`src/rtl/core/mcped_pkg.sv`:
```
package mcped_pkg;

    localparam int NOW_W  = 32;
    localparam int CH_W   = 3;
    localparam int CODE_W = 3;
    localparam int CFG_IDX_W  = 3;
    localparam int CFG_DATA_W = 16;

    localparam logic [1:0] PH_IDLE      = 2'd0;
    localparam logic [1:0] PH_DEBOUNCE  = 2'd1;
    localparam logic [1:0] PH_ACTIVE    = 2'd2;
    localparam logic [1:0] PH_LONG_WAIT = 2'd3;

    localparam logic [CODE_W-1:0] EV_NONE    = 3'd0;
    localparam logic [CODE_W-1:0] EV_TRIGGER = 3'd1;
    localparam logic [CODE_W-1:0] EV_RELEASE = 3'd2;
    localparam logic [CODE_W-1:0] EV_LONG    = 3'd3;
    localparam logic [CODE_W-1:0] EV_REPEAT  = 3'd4;

    localparam logic [CFG_IDX_W-1:0] CFG_DEBOUNCE_COUNT  = 3'd0;
    localparam logic [CFG_IDX_W-1:0] CFG_SHORT_LIMIT_MS  = 3'd1;
    localparam logic [CFG_IDX_W-1:0] CFG_LONG_LIMIT_MS   = 3'd2;
    localparam logic [CFG_IDX_W-1:0] CFG_SCAN_PERIOD_MS  = 3'd3;
    localparam logic [CFG_IDX_W-1:0] CFG_ACTIVE_LOW_MASK = 3'd4;

    typedef struct packed {
        logic [7:0]  debounce_count;
        logic [15:0] short_limit_ms;
        logic [15:0] long_limit_ms;
        logic [6:0]  scan_period_ms;
        logic [7:0]  active_low_mask;
    } cfg_t;

    localparam cfg_t CFG_RESET = '{
        debounce_count:  8'd3,
        short_limit_ms:  16'd500,
        long_limit_ms:   16'd1000,
        scan_period_ms:  7'd20,
        active_low_mask: 8'd96
    };

    typedef struct packed {
        logic [CH_W-1:0]  channel;
        logic             raw_level;
        logic [NOW_W-1:0] now_ms;
    } scan_t;

endpackage

```
`src/rtl/core/mcped_scan_if.sv`:
```
interface mcped_scan_if;
    import mcped_pkg::*;

    logic              valid;
    logic              ready;
    logic [CH_W-1:0]   channel;
    logic              raw_level;
    logic [NOW_W-1:0]  now_ms;

    modport source (output valid, output channel, output raw_level, output now_ms,
                    input ready);
    modport sink   (input valid, input channel, input raw_level, input now_ms,
                    output ready);
endinterface

```
`src/rtl/core/mcped_report_if.sv`:
```
interface mcped_report_if;
    import mcped_pkg::*;

    logic               valid;
    logic               ready;
    logic [CH_W-1:0]    event_channel;
    logic [CODE_W-1:0]  event_code;
    logic               held;

    modport source (output valid, output event_channel, output event_code, output held,
                    input ready);
    modport sink   (input valid, input event_channel, input event_code, input held,
                     output ready);
endinterface

```
`src/rtl/core/mcped_ram.sv`:
```
module mcped_ram #(
    parameter int WIDTH = 8,
    parameter int DEPTH = 8,
    localparam int AW = (DEPTH > 1) ? $clog2(DEPTH) : 1
) (
    input  logic             clk,
    input  logic             we,
    input  logic [AW-1:0]    waddr,
    input  logic [WIDTH-1:0] wdata,
    input  logic             re,
    input  logic [AW-1:0]    raddr,
    output logic [WIDTH-1:0] rdata
);

    logic [WIDTH-1:0] mem [DEPTH];
    logic [WIDTH-1:0] rdata_reg;

    always_ff @(posedge clk)
    begin
        if (we)
        begin
            mem[waddr] <= wdata;
        end
        if (re)
        begin
            rdata_reg <= mem[raddr];
        end
    end

    assign rdata = rdata_reg;

endmodule

```
`src/rtl/core/mcped_cfg.sv`:
```
module mcped_cfg
    import mcped_pkg::*;
(
    input  logic                  clk,
    input  logic                  rst_n,
    input  logic                  wr_en,
    input  logic [CFG_IDX_W-1:0]  wr_index,
    input  logic [CFG_DATA_W-1:0] wr_data,
    output cfg_t                  cfg
);

    cfg_t cfg_reg;
    cfg_t cfg_next;

    always_comb
    begin
        cfg_next = cfg_reg;
        if (wr_en)
        begin
            unique case (wr_index)
                CFG_DEBOUNCE_COUNT:  cfg_next.debounce_count  = wr_data[7:0];
                CFG_SHORT_LIMIT_MS:  cfg_next.short_limit_ms  = wr_data;
                CFG_LONG_LIMIT_MS:   cfg_next.long_limit_ms   = wr_data;
                CFG_SCAN_PERIOD_MS:  cfg_next.scan_period_ms  = wr_data[6:0];
                CFG_ACTIVE_LOW_MASK: cfg_next.active_low_mask = wr_data[7:0];
                default:             cfg_next = cfg_reg;
            endcase
        end
    end

    always_ff @(posedge clk or negedge rst_n)
    begin
        if (!rst_n)
        begin
            cfg_reg <= CFG_RESET;
        end
        else
        begin
            cfg_reg <= cfg_next;
        end
    end

    assign cfg = cfg_reg;

endmodule

```
`src/rtl/core/mcped_mod.sv`:
```
module mcped_mod
    import mcped_pkg::*;
#(
    parameter int REPEAT_PERIOD_MS = 100,
    localparam int RW = (REPEAT_PERIOD_MS > 1) ? $clog2(REPEAT_PERIOD_MS) : 1
) (
    input  logic          clk,
    input  logic          rst_n,
    input  logic          advance,
    input  logic          in_valid,
    input  scan_t         in_item,
    output logic          out_valid,
    output scan_t         out_item,
    output logic [RW-1:0] out_rem
);

    localparam int STAGES = 8;
    localparam int BITS   = NOW_W / STAGES;
    localparam logic [RW:0] PMOD = (RW + 1)'(REPEAT_PERIOD_MS);

    logic          valid_reg [STAGES];
    scan_t         item_reg  [STAGES];
    logic [RW-1:0] rem_reg   [STAGES];

    function automatic logic [RW-1:0] fold(input logic [RW-1:0] r,
                                           input logic [BITS-1:0] nib);
        logic [RW:0] t;
        int          i;
        t = {1'b0, r};
        for (i = 0; i < BITS; i++)
        begin
            t = {t[RW-1:0], nib[BITS-1-i]};
            if (t >= PMOD)
            begin
                t = t - PMOD;
            end
        end
        return t[RW-1:0];
    endfunction

    for (genvar s = 0; s < STAGES; s++)
    begin : g_stage
        logic          valid_src;
        scan_t         item_src;
        logic [RW-1:0] rem_src;

        if (s == 0)
        begin : g_first
            assign valid_src = in_valid;
            assign item_src  = in_item;
            assign rem_src   = '0;
        end
        else
        begin : g_rest
            assign valid_src = valid_reg[s-1];
            assign item_src  = item_reg[s-1];
            assign rem_src   = rem_reg[s-1];
        end

        always_ff @(posedge clk or negedge rst_n)
        begin
            if (!rst_n)
            begin
                valid_reg[s] <= 1'b0;
            end
            else if (advance)
            begin
                valid_reg[s] <= valid_src;
            end
        end

        always_ff @(posedge clk)
        begin
            if (advance)
            begin
                item_reg[s] <= item_src;
                rem_reg[s]  <= fold(rem_src, item_src.now_ms[NOW_W-1-BITS*s -: BITS]);
            end
        end
    end

    assign out_valid = valid_reg[STAGES-1];
    assign out_item  = item_reg[STAGES-1];
    assign out_rem   = rem_reg[STAGES-1];

endmodule

```
`src/rtl/core/multi_channel_press_event_detector_unit.sv`:
```
// Channel  Side    Fields                                   Width
// scan     sink    channel, raw_level, now_ms               3 / 1 / 32
// report   source  event_channel, event_code, held          3 / 3 / 1
// wr_*     write   wr_en, wr_index, wr_data                 1 / 3 / 16
//
// One item per cycle unless a stall holds the pipeline. Once an item is
// taken, 8 stages fold now_ms into now_ms mod REPEAT_PERIOD_MS, the channel
// state RAM is read, then the state is updated and output register loaded.
// Reset clears per-channel valid bits, so every channel starts idle at once.
// While a result waits on report.ready the whole pipeline holds.
module multi_channel_press_event_detector_unit
    import mcped_pkg::*;
#(
    parameter int CHANNELS         = 8,
    parameter int REPEAT_PERIOD_MS = 100
) (
    input  logic                  clk,
    input  logic                  rst_n,
    mcped_scan_if.sink            scan,
    mcped_report_if.source        report,
    input  logic                  wr_en,
    input  logic [CFG_IDX_W-1:0]  wr_index,
    input  logic [CFG_DATA_W-1:0] wr_data
);

    localparam int DEPTH = (CHANNELS < 8) ? CHANNELS : 8;
    localparam int AW    = (DEPTH > 1) ? $clog2(DEPTH) : 1;
    localparam int RW    = (REPEAT_PERIOD_MS > 1) ? $clog2(REPEAT_PERIOD_MS) : 1;
    localparam logic [RW:0] PMOD = (RW + 1)'(REPEAT_PERIOD_MS);
    localparam logic [RW:0] KMOD = (RW + 1)'((64'd1 << 32) % REPEAT_PERIOD_MS);
    localparam logic [6:0]  CH_LIMIT = 7'(CHANNELS);

    typedef struct packed {
        logic [1:0]       phase;
        logic [7:0]       count;
        logic [NOW_W-1:0] start;
        logic [RW-1:0]    start_rem;
        logic             long_sent;
        logic             trig_sent;
    } entry_t;

    cfg_t cfg;

    mcped_cfg u_cfg (
        .clk      (clk),
        .rst_n    (rst_n),
        .wr_en    (wr_en),
        .wr_index (wr_index),
        .wr_data  (wr_data),
        .cfg      (cfg)
    );

    logic          advance;
    scan_t         in_item;
    logic          m_valid;
    scan_t         m_item;
    logic [RW-1:0] m_rem;

    assign in_item = '{channel: scan.channel, raw_level: scan.raw_level, now_ms: scan.now_ms};

    mcped_mod #(
        .REPEAT_PERIOD_MS (REPEAT_PERIOD_MS)
    ) u_mod (
        .clk       (clk),
        .rst_n     (rst_n),
        .advance   (advance),
        .in_valid  (scan.valid),
        .in_item   (in_item),
        .out_valid (m_valid),
        .out_item  (m_item),
        .out_rem   (m_rem)
    );

    logic [AW-1:0] rd_addr;
    logic          wr_ent_en;
    logic [AW-1:0] wr_addr;
    entry_t        wr_ent;
    entry_t        rd_ent;

    assign rd_addr = ({4'd0, m_item.channel} < CH_LIMIT) ? m_item.channel[AW-1:0] : '0;

    mcped_ram #(
        .WIDTH ($bits(entry_t)),
        .DEPTH (DEPTH)
    ) u_ram (
        .clk   (clk),
        .we    (wr_ent_en),
        .waddr (wr_addr),
        .wdata (wr_ent),
        .re    (advance),
        .raddr (rd_addr),
        .rdata (rd_ent)
    );

    logic [DEPTH-1:0] ent_valid_reg;
    logic [DEPTH-1:0] ent_valid_next;

    logic          c_valid_reg;
    scan_t         c_item_reg;
    logic [RW-1:0] c_rem_reg;
    logic          c_hit_reg;
    entry_t        c_fwd_reg;
    logic          c_vld_reg;

    logic            out_valid_reg;
    logic [CH_W-1:0] out_channel_reg;
    logic [CODE_W-1:0] out_code_reg;
    logic            out_held_reg;

    entry_t            st;
    entry_t            nxt;
    logic [CODE_W-1:0] ev;
    logic              held;
    logic              in_range;
    logic              act;
    logic [NOW_W-1:0]  dlt;
    logic              borrow;
    logic [RW:0]       rdiff;
    logic [RW:0]       m1;
    logic [RW:0]       m2;
    logic              rep_win;
    logic [7:0]        cnt_inc;

    assign advance    = !(out_valid_reg && !report.ready);
    assign scan.ready = advance;

    always_comb
    begin
        in_range = ({4'd0, c_item_reg.channel} < CH_LIMIT);
        st       = c_hit_reg ? c_fwd_reg : (c_vld_reg ? rd_ent : '0);
        nxt      = st;
        ev       = EV_NONE;
        act      = c_item_reg.raw_level ^ cfg.active_low_mask[c_item_reg.channel];
        dlt      = c_item_reg.now_ms - st.start;
        borrow   = (c_item_reg.now_ms < st.start);
        rdiff    = {1'b0, c_rem_reg} - {1'b0, st.start_rem};
        m1       = rdiff[RW] ? (rdiff + PMOD) : rdiff;
        m2       = {1'b0, m1[RW-1:0]} + (borrow ? KMOD : '0);
        if (m2 >= PMOD)
        begin
            m2 = m2 - PMOD;
        end
        rep_win  = (32'(m2[RW-1:0]) < 32'(cfg.scan_period_ms));
        cnt_inc  = (st.count != 8'hFF) ? (st.count + 8'd1) : st.count;

        unique case (st.phase)
            PH_IDLE:
            begin
                if (act)
                begin
                    nxt.phase = PH_DEBOUNCE;
                    nxt.count = 8'd0;
                end
            end
            PH_DEBOUNCE:
            begin
                if (act)
                begin
                    nxt.count = cnt_inc;
                    if (cnt_inc >= cfg.debounce_count)
                    begin
                        nxt.phase     = PH_ACTIVE;
                        nxt.start     = c_item_reg.now_ms;
                        nxt.start_rem = c_rem_reg;
                        nxt.long_sent = 1'b0;
                        nxt.trig_sent = 1'b0;
                    end
                end
                else
                begin
                    nxt.phase = PH_IDLE;
                end
            end
            PH_ACTIVE:
            begin
                if (!act)
                begin
                    if (dlt <= {16'd0, cfg.short_limit_ms})
                    begin
                        ev = EV_RELEASE;
                    end
                    nxt.phase = PH_IDLE;
                end
                else
                begin
                    if (dlt > {16'd0, cfg.short_limit_ms})
                    begin
                        nxt.phase = PH_LONG_WAIT;
                    end
                    if (!st.trig_sent)
                    begin
                        nxt.trig_sent = 1'b1;
                        ev            = EV_TRIGGER;
                    end
                end
            end
            PH_LONG_WAIT:
            begin
                if (!act)
                begin
                    ev        = EV_RELEASE;
                    nxt.phase = PH_IDLE;
                end
                else if (dlt >= {16'd0, cfg.long_limit_ms})
                begin
                    if (!st.long_sent)
                    begin
                        nxt.long_sent = 1'b1;
                        ev            = EV_LONG;
                    end
                    else if (rep_win)
                    begin
                        ev = EV_REPEAT;
                    end
                end
            end
            default:
            begin
                nxt = st;
            end
        endcase

        held = (nxt.phase == PH_ACTIVE) || (nxt.phase == PH_LONG_WAIT);
        if (!in_range)
        begin
            ev   = EV_NONE;
            held = 1'b0;
        end
    end

    assign wr_ent_en = advance && c_valid_reg && in_range;
    assign wr_addr   = c_item_reg.channel[AW-1:0];
    assign wr_ent    = nxt;

    always_comb
    begin
        ent_valid_next = ent_valid_reg;
        if (wr_ent_en)
        begin
            ent_valid_next[wr_addr] = 1'b1;
        end
    end

    always_ff @(posedge clk or negedge rst_n)
    begin
        if (!rst_n)
        begin
            ent_valid_reg <= '0;
            c_valid_reg   <= 1'b0;
            out_valid_reg <= 1'b0;
        end
        else
        begin
            ent_valid_reg <= ent_valid_next;
            if (advance)
            begin
                c_valid_reg   <= m_valid;
                out_valid_reg <= c_valid_reg;
            end
        end
    end

    always_ff @(posedge clk)
    begin
        if (advance)
        begin
            c_item_reg      <= m_item;
            c_rem_reg       <= m_rem;
            c_hit_reg       <= wr_ent_en && (wr_addr == rd_addr);
            c_fwd_reg       <= wr_ent;
            c_vld_reg       <= ent_valid_reg[rd_addr];
            out_channel_reg <= c_item_reg.channel;
            out_code_reg    <= ev;
            out_held_reg    <= held;
        end
    end

    assign report.valid         = out_valid_reg;
    assign report.event_channel = out_channel_reg;
    assign report.event_code    = out_code_reg;
    assign report.held          = out_held_reg;

endmodule

```
`src/flat_wrapper.sv`:
```
// flat-port wrapper written by rule: the top's interface ports become plain ports
module multi_channel_press_event_detector_unit_flat import mcped_pkg::*;
#(
    parameter int CHANNELS         = 8,
    parameter int REPEAT_PERIOD_MS = 100
)
  (clk, rst_n, wr_en, wr_index, wr_data, scan_valid, scan_channel, scan_raw_level, scan_now_ms, scan_ready, report_valid, report_event_channel, report_event_code, report_held, report_ready);
  mcped_scan_if scan_i ();
  mcped_report_if report_i ();
  input  logic clk;
  input  logic rst_n;
  input  logic wr_en;
  input  logic [CFG_IDX_W-1:0] wr_index;
  input  logic [CFG_DATA_W-1:0] wr_data;
  input wire logic [$bits(scan_i.valid)-1:0] scan_valid;
  input wire logic [$bits(scan_i.channel)-1:0] scan_channel;
  input wire logic [$bits(scan_i.raw_level)-1:0] scan_raw_level;
  input wire logic [$bits(scan_i.now_ms)-1:0] scan_now_ms;
  output wire logic [$bits(scan_i.ready)-1:0] scan_ready;
  output wire logic [$bits(report_i.valid)-1:0] report_valid;
  output wire logic [$bits(report_i.event_channel)-1:0] report_event_channel;
  output wire logic [$bits(report_i.event_code)-1:0] report_event_code;
  output wire logic [$bits(report_i.held)-1:0] report_held;
  input wire logic [$bits(report_i.ready)-1:0] report_ready;
  assign scan_i.valid = scan_valid;
  assign scan_i.channel = scan_channel;
  assign scan_i.raw_level = scan_raw_level;
  assign scan_i.now_ms = scan_now_ms;
  assign scan_ready = scan_i.ready;
  assign report_valid = report_i.valid;
  assign report_event_channel = report_i.event_channel;
  assign report_event_code = report_i.event_code;
  assign report_held = report_i.held;
  assign report_i.ready = report_ready;
  multi_channel_press_event_detector_unit #(.CHANNELS(CHANNELS), .REPEAT_PERIOD_MS(REPEAT_PERIOD_MS)) u_core (.clk(clk), .rst_n(rst_n), .scan(scan_i), .report(report_i), .wr_en(wr_en), .wr_index(wr_index), .wr_data(wr_data));
endmodule
```
`config.mk`:
```
export PLATFORM = sky130hd
export DESIGN_NAME = multi_channel_press_event_detector_unit_flat
export DESIGN_NICKNAME = d
export VERILOG_FILES = /design/src/rtl/core/mcped_pkg.sv /design/src/rtl/core/mcped_scan_if.sv /design/src/rtl/core/mcped_report_if.sv /design/src/rtl/core/mcped_ram.sv /design/src/rtl/core/mcped_cfg.sv /design/src/rtl/core/mcped_mod.sv /design/src/rtl/core/multi_channel_press_event_detector_unit.sv /design/src/flat_wrapper.sv
export SDC_FILE = /design/constraint.sdc
export NUM_CORES = 1
export LEC_CHECK = 0
export BUFFER_PORTS_ARGS = -buffer_cell sky130_fd_sc_hd__buf_2
export CORE_AREA = 2 2 379 381
export CTS_CLUSTER_DIAMETER = 50
export DETAILED_ROUTE_END_ITERATION = 10
export DIE_AREA = 0 0 381 383
export PLACE_DENSITY = 0.46
export SYNTH_ARGS = -nofsm -noshare
export SYNTH_HDL_FRONTEND = slang
export SYNTH_SLANG_ARGS = --single-unit
```
`constraint.sdc`:
```
create_clock -name clk -period 70.8 [get_ports clk]
set_clock_uncertainty 0.1 [all_clocks]
set_input_delay 14.16 -clock clk [delete_from_list [all_inputs] [get_ports clk]]
set_output_delay 14.16 -clock clk [all_outputs]
set_load 0.03 [all_outputs]
```
; Word level (Yosys, flattened, before mapping)
; Memories as Yosys holds them, arrays and structs flattened. A register that Yosys moved wholly into a read port is not among the register bits.
; Cells that the tools add are included.
[totals]
regBits = 169
ram_bits = 752
input_bits = 60
elab_cells = 245
mem_count = 3
[memory_table]
columns = memory, depth, width, read_ports, rd_ports_with_merged_regs, wr, line
row1 = u_core.u_ram.mem, 8, 51, 1, 1, 1, mcped_ram.sv:15  ; logic [WIDTH-1:0] mem [DEPTH];
row2 = u_core.u_mod.item_reg, 8, 36, 8, 0, 8, mcped_mod.sv:22  ; scan_t item_reg [STAGES];
row3 = u_core.u_mod.rem_reg, 8, 7, 8, 1, 8, mcped_mod.sv:23  ; logic [RW-1:0] rem_reg [STAGES];
[classes]
n_addsub = 38
magnitude_cmp = 42
n_eq_ne = 11
n_mux = 103
bitwise_logic = 2
n_reduce_logical = 16
[ops]
columns = cell, n
row1 = $mux 7, 67
row2 = $ge 8x7->1 const B, 32
row3 = $sub 7x7->7 const B, 32
row4 = $mux 51, 2
row5 = $mux 49, 1
row6 = $mux 41, 1
row7 = $mux 39, 1
row8 = $ge 32x16->1, 1
row9 = $gt 32x16->1, 1
row10 = $le 32x16->1, 1
row11 = $lt 32x32->1, 1
row12 = $sub 32x32->32, 1
row13 = $pmux 8 s2, 1
row14 = $mux 2, 7
row15 = $mux 3, 4
row16 = $mux 1, 10
row17 = $mux 10, 1
row18 = $reduce_and 2->1, 5
row19 = $add 7x7->8, 1
row20 = $add 8x1->8 const B, 1
row21 = $eq 2x2->1 const B, 4
row22 = $ge 8x8->1, 1
row23 = $lt 3x4->1 const B, 2
row24 = $mux 8, 1
row25 = 24 further kinds, 33

; Depth between registers and ports, before layout
; Gate-level depths: netlist of the first run.
[depth]
depth_word = 14
depth_mapped = 31
ltp_nobuf = 29

; Modules after synthesis
; A second synthesis of the first run with hierarchy kept.
[unflattened]
hier_cells = 2763
hier_area_um2 = 42839.8
[by_module_without_submodules]
columns = mod, n_inst, cells_per_inst, area_per_inst_um2, seq_area_each_um2
row1 = mcped_ram, 1, 653, 16889.9, 13783.2
row2 = mcped_mod, 1, 1086, 15094.5, 9899.5
row3 = multi_channel_press_event_detector_unit, 1, 904, 8690.8, 3343.2
row4 = mcped_cfg, 1, 120, 2164.6, 1398.8

; Least setup slack after synthesis of the first run
; No wires, ideal clock.
[synth_path]
kind = input to output
start = input report_ready
end = output scan_ready
arrival_ns = 27.716
setup_slack_ns = 28.824
cell_stages = 4
n_path_buf = 2
path_cell_list = nor2b_1 > clkbuf_1 > inv_1 > clkbuf_1
[synth_between]
elab_chain_len = 3
[synth_rtl]
columns = element, line
row1 = start: declaration, flat_wrapper.sv:24  ; input wire logic [$bits(report_i.ready)-1:0] report_ready;
row2 = $logic_not 1->1, multi_channel_press_event_detector_unit.sv:124  ; assign advance = !(out_valid_reg && !report.ready);
row3 = $logic_and 1x1->1, multi_channel_press_event_detector_unit.sv:124
row4 = $logic_not 1->1, multi_channel_press_event_detector_unit.sv:124
row5 = end: declaration, flat_wrapper.sv:19  ; output wire logic [$bits(scan_i.ready)-1:0] scan_ready;
; No other way between the ends.

; Worst setup path after layout of the first run
; Ends and elaborated chain as after synthesis.

==> results.sh, run 1 <==
export IMPL_status="complete, no violations"
export IMPL_max_stage_delay_ns=0.68
export IMPL_fin_crit_sh_pct=42.0
export IMPL_rsz0062_at_grt="no"
export IMPL_core_area_mm2=0.142
export IMPL_ys_flop_type="edfxtp_1"
export IMPL_firstDrtPassIters=5
export IMPL_fmax_mhz=33.6
export IMPL_drive_gt1_share_pct=18.8
export IMPL_antenna_left=0
export IMPL_clk_pin_slew_worst_paths_ns=0.06
export IMPL_critPathCaptureType="output pin"
export IMPL_cts_resized=0
export IMPL_antenna_cells=0
export IMPL_grt_overflow=0
export IMPL_setup_viol=0
export IMPL_dp_cells=4724
export IMPL_die_area_mm2=0.146
export IMPL_fin_cells=4943
export IMPL_htreeDepth=3
export IMPL_ioPinCount=69
export IMPL_reg2reg_slack_ns=62.75
export IMPL_pre_cts_slack_ns=41.01
export IMPL_syn_inst=2804
export IMPL_grt_pass1_wl_um=142000
export IMPL_required_ns=56.54
export IMPL_first_global_vias=23500
export IMPL_min_from="u_core.u_mod.item_reg[1][54]"
export IMPL_holdPathStages=0
export IMPL_syn_area_mm2=0.0423
export IMPL_arrival_ns=15.49
export IMPL_crit_path_start_kind="input port"
export IMPL_detail_route_wirelength_um=91700
export IMPL_io_buffer_count=68
export IMPL_start_util_pct=29.8
export IMPL_async_reset_ff_share_pct=7.64
export IMPL_crit_type="in -> out"
export IMPL_drc=0
export IMPL_cap_violations=0
export IMPL_setup_tns_ns=0
export IMPL_yosys_cell_types_count=102
export IMPL_root_buffer="clkbuf_16"
export IMPL_path_cells="buf_2, nor2b_1, inv_8, buf_2"
export IMPL_cts_buffer_depth=3
export IMPL_fillCellCount=13800
export IMPL_timing_final_ws_setup_ns=41.05
export IMPL_clkLatencyLatePin_ns=0.72
export IMPL_postCtsHoldBufs=0
export IMPL_synth_warnings=0
export IMPL_dp_hpwl_um=55500
export IMPL_antenna_found_initial=3
export IMPL_vias=23500
export IMPL_slew_viol_final=0
export IMPL_cp_common_cell="buf_2"
export IMPL_drt_initial_drc_count=1381
export IMPL_yosysSeqAreaShare_pct=67.0
export IMPL_regToRegEndpoint="u_core.report.event_code[2]"
export IMPL_wl_per_cell_um=18.5
export IMPL_rows=139
export IMPL_ys_ff_latch=956
export IMPL_worst_pin_slew_ns=1.11
export IMPL_synth_edff_count=883
export IMPL_hold_class="reg -> reg"
export IMPL_syn_nets=2990
export IMPL_final_min_clock_period_ns=29.75
export IMPL_cts_inserted_buffers=117
export IMPL_grt_max_degree=152
export IMPL_synth_avg_cell_area_um2=15.1
export IMPL_holdPathEnd="u_core.u_mod.item_reg[1][90]"
export IMPL_cts_tree="done"
export IMPL_relSlewSlack_pct=25.3
export IMPL_hold_viol=0
export IMPL_cts_setup_buffers=0
export IMPL_largest_reg_flops=408
export IMPL_areaGrowthSynthToFinish_pct=15.6
export IMPL_final_net_count=3126
export IMPL_final_util_pct=34.4
export IMPL_r2r_start="u_core.c_hit_reg"
export IMPL_slowest_stage="nor2b_1"
export IMPL_vias_per_cell=4.75
export IMPL_grt_use_total_pct=12.5
export IMPL_r2r_cells=30
export IMPL_fp_dieW_um=381
export IMPL_gp_congestion=0.761
export IMPL_path_max_fanout=15
export IMPL_die_h_um=383
export IMPL_cts_sinks=956
## worst max-delay path, delay by kind of cell
family        cells  cell delay [ns]
buf+inv           3             0.60
simple gates      1             0.68
## worst max-delay path by stage
stage                             from         end  slack [ns]  cells past startpoint
after floorplan           report_ready  scan_ready       28.82                      4
after global placement    report_ready  scan_ready       41.03                      4
after detailed placement  report_ready  scan_ready       41.01                      4
after CTS                 report_ready  scan_ready       41.01                      4
after global routing      report_ready  scan_ready       40.93                      4
final                     report_ready  scan_ready       41.05                      4
## layer usage
layer | global-route usage [%] | part of all wire, % | up-vias
met1 | 17.9 | 49 | 11700
li1 | - | - | 11300
met2 | 19.3 | 45 | 361
met3 | 2.46 | 3.9 | 133
met5 | 0 | 0.023 | -
met4 | 3.20 | 2.1 | 4
## metrics by stage
step	hold slack [ns]	instance area, um2
2_1_floorplan	0.300	42300
6_report	0.291	48900
3_3_place_gp	0.301	45100
3_5_place_dp	0.305	45100
4_1_cts	0.287	48900
5_1_grt	0.303	48900
## layout make-up
type / count / area (um2) / share of cell area, %
clock buffer: 145 / 3130 / 6.39
sequential: 956 / 28400 / 58.0
inverter: 126 / 480 / 0.982
multi-input combinational: 1636 / 13200 / 27.1
timing repair buffer: 103 / 628 / 1.28
clock inverter: 74 / 689 / 1.41
tap: 1903 / 2380 / 4.87
## synthesized netlist by cell type, drive strengths merged, types with 49 or more instances
| cell type | count | area share (%) |
|---|---|---|
| edfxtp | 883 | 63 |
| nand2 | 187 | 1.7 |
| nor2 | 135 | 1.2 |
| a21oi | 130 | 1.6 |
| o21ai | 128 | 1.5 |
| inv | 126 | 1.1 |
| ha | 124 | 3.7 |
| mux4 | 104 | 5.5 |
| mux2 | 93 | 2.5 |
| clkbuf | 62 | 0.56 |
| a21o | 57 | 1.0 |
| dfrtp | 55 | 3.3 |
| xnor2 | 49 | 1.0 |
## layout by cell type (no fill, tap or decap), drive strengths merged, types with 43 or more instances in the layout
cell type,Yosys,routed
inv,126,144
edfxtp,883,883
a21oi,130,130
dfrtp,55,55
clkinv,0,43
nand2,187,187
nor2,135,135
clkbuf,62,145
a22oi,47,47
o21ai,128,128
mux4,104,104
mux2,93,93
buf,24,103
a21o,57,57
ha,124,124
xnor2,49,49
## cells by family after synthesis
group | synth area share, %
flip-flops | 67.0
AO/OA/AOI/OAI | 9.72
AND/OR/NAND/NOR | 7.07
multiplexers | 9.01
buffers and inverters | 1.93
adder cells (fa/ha/maj) | 3.78
XOR/XNOR | 1.47
Power of run 1 is left out: the tool's default activity adds up to more than one toggle a clock period on the data nets, which glitch-free logic cannot reach.
==> run 2: changes to the inputs <==
ABC_AREA = 1   (was unset)
CORE_AREA = 2 2 381 383   (was 2 2 379 381)
DIE_AREA = 0 0 383 385   (was 0 0 381 383)
PLACE_DENSITY = 0.47   (was 0.46)
clock period = 26 ns   (was 70.8 ns; I/O delays follow)
==> run 2 against run 1 <==
  * Global-route usage grew 0.34 points
  * Flip-flop and latch count is the same
  * Critical endpoint unchanged
  * Synthesized area grew 0.75%
  * Sequential share of layout area shrank 0.68 points
  * Routed wire length grew 3.7%
  * Clock-buffer cell count grew 1
  * Synthesized cell count grew 32%
  * Setup slack lost 27 ns
  * Cell count grew 18%
  * Die area grew 1.0%
  * First-iteration DRC count grew 16%
==> results.sh, run 2 <==
export IMPL_hold_class="reg -> reg"
export IMPL_crit_start="report_ready"
export IMPL_fp_dieW_um=383
export IMPL_arrival_ns=6.18
export IMPL_drive_gt1_share_pct=14.0
export IMPL_cts_buffer_depth=3
export IMPL_wl_per_cell_um=16.3
export IMPL_status="complete, no violations"
export IMPL_cap_violations=0
export IMPL_worst_pin_slew_ns=1.28
export IMPL_synth_most_common_cell="edfxtp_1"
export IMPL_holdPathStages=0
export IMPL_r2r_start="u_core.c_hit_reg"
export IMPL_grt_use_total_pct=12.8
export IMPL_fin_crit_sh_pct=44.2
export IMPL_async_reset_ff_share_pct=7.64
export IMPL_first_global_vias=26000
export IMPL_synth_edff_count=883
export IMPL_dp_hpwl_um=56900
export IMPL_synth_avg_cell_area_um2=11.5
export IMPL_start_util_pct=29.8
export IMPL_crit_path_start_kind="input port"
export IMPL_path_max_fanout=33
export IMPL_fin_area_mm2=0.0495
export IMPL_detail_route_wirelength_um=95000
export IMPL_drt_initial_drc_count=1598
export IMPL_antenna_left=0
export IMPL_grt_overflow=0
export IMPL_vias_per_cell=4.56
export IMPL_cts_sinks=956
export IMPL_layout_commonest_cell="edfxtp_1"
export IMPL_cts_inserted_buffers=119
export IMPL_required_ns=20.70
export IMPL_antenna_cells=0
export IMPL_min_from="u_core.u_mod.item_reg[0][4]"
export IMPL_cts_tree="done"
export IMPL_rsz0062_at_grt="no"
export IMPL_ioPinCount=69
export IMPL_ys_ff_latch=956
export IMPL_core_area_mm2=0.143
export IMPL_die_area_mm2=0.147
export IMPL_die_h_um=385
export IMPL_clkLatencyLatePin_ns=0.72
export IMPL_yosys_cell_types_count=63
export IMPL_critPathCaptureType="output pin"
export IMPL_drc=0
export IMPL_firstDrtPassIters=5
export IMPL_slew_viol_final=0
export IMPL_synth_top_area_share_pct=62.2
export IMPL_most_common_layout_cells="edfxtp_1 (883), nand2_1 (540), nor2_1 (465), o21ai_0 (355), inv_1 (294)"
export IMPL_reg2reg_slack_ns=18.93
export IMPL_cts_setup_buffers=0
export IMPL_r2r_cells=29
export IMPL_crit_type="in -> out"
export IMPL_synth_common_cells="edfxtp_1 (883), nand2_1 (541), nor2_1 (471)"
export IMPL_htreeDepth=3
export IMPL_antenna_found_initial=1
export IMPL_pre_cts_slack_ns=14.48
export IMPL_io_buffer_count=68
export IMPL_syn_inst=3692
export IMPL_root_buffer="clkbuf_16"
export IMPL_largest_reg_flops=408
export IMPL_place_area_mm2=0.0453
export IMPL_grt_max_degree=138
export IMPL_cts_resized=0
export IMPL_timing_final_ws_setup_ns=14.52
export IMPL_grt_pass1_wl_um=149000
export IMPL_ys_flop_type="edfxtp_1"
export IMPL_fmax_mhz=87.1
export IMPL_postCtsHoldBufs=0
export IMPL_final_min_clock_period_ns=11.48
export IMPL_rows=139
export IMPL_syn_nets=3878
export IMPL_setup_viol=0
export IMPL_yosysSeqAreaShare_pct=66.5
export IMPL_fillCellCount=14200
export IMPL_clk_pin_slew_worst_paths_ns=0.06
export IMPL_vias=26500
export IMPL_syn_area_mm2=0.0426
export IMPL_areaGrowthSynthToFinish_pct=16.1
export IMPL_relSlewSlack_pct=13.6
export IMPL_holdPathEnd="u_core.u_mod.item_reg[0][40]"
export IMPL_setup_tns_ns=0
export IMPL_ys_top_cells_by_area="edfxtp_1 (62%), nand2_1 (4.8%), o21ai_0 (4.2%)"
export IMPL_yosys_area_top_type="edfxtp_1"
export IMPL_hold_viol=0
export IMPL_synth_warnings=0
export IMPL_regToRegEndpoint="u_core.report.event_code[2]"
export IMPL_final_net_count=3989
export IMPL_gp_congestion=0.860
## run 2: cell types whose count changed after synthesis, moves of 39 or more
cell and delta:
nand2_2 +65, mux4_2 -104, nor2_1 +337, nand3_1 +126
inv_1 +169, mux2_2 -84, nand2_1 +354, a21o_1 -49
inv_2 +39, o21ai_0 +232, o22ai_1 +41, mux2i_1 -41
## run 2: critical path: stages
cell     delay [ns]
buf_2          0.08
inv_1          0.06
nand2_4        0.40
buf_2          0.32
## run 2: metrics by stage
stage               hold slack [ns]  util (%)  cells
floorplan                     0.300         -   3692
finish                        0.296      34.6   5813
CTS                           0.288      34.6   5813
global placement              0.301      31.6   5585
detailed placement            0.305      31.6   5585
global route                  0.299      34.6   5813
## run 2: cells by family (layout without fill, tap and decap cells)
logic type,after synthesis,in the layout,synth area share [%]
AO/OA/AOI/OAI,664,664,8.91
adder cells (fa/ha/maj),126,126,3.73
XOR/XNOR,87,87,1.82
AND/OR/NAND/NOR,1404,1404,14.8
multiplexers,8,8,0.211
flip-flops,956,956,66.5
buffers and inverters,447,665,3.98
## run 2: worst max path at each step
stage | endpoint | slack, ns
2_1_floorplan | scan_ready | 2.16
3_3_place_gp | scan_ready | 14.46
3_5_place_dp | scan_ready | 14.48
4_1_cts | scan_ready | 14.48
5_1_grt | scan_ready | 14.46
6_report | scan_ready | 14.52
## run 2: layer usage
| layer | vias up | wire [um] | track usage, % |
|---|---|---|---|
| met4 | 0 | 2150 | 3.48 |
| met2 | 376 | 43700 | 20.8 |
| met3 | 156 | 3500 | 2.35 |
| met5 | - | 0 | 0 |
| met1 | 12700 | 45700 | 17.6 |
| li1 | 13200 | - | - |
## run 2: layout make-up
cell class / instances / area (um2) / share of cell area [%]
Clock inverter: 82 / 988 / 2.00
Timing Repair Buffer: 101 / 613 / 1.24
Inverter: 336 / 1270 / 2.56
Sequential cell: 956 / 28400 / 57.3
Tap cell: 1903 / 2380 / 4.81
Multi-Input combinational cell: 2289 / 12700 / 25.6
Clock buffer: 146 / 3230 / 6.53
Power of run 2 is left out for the same reason.
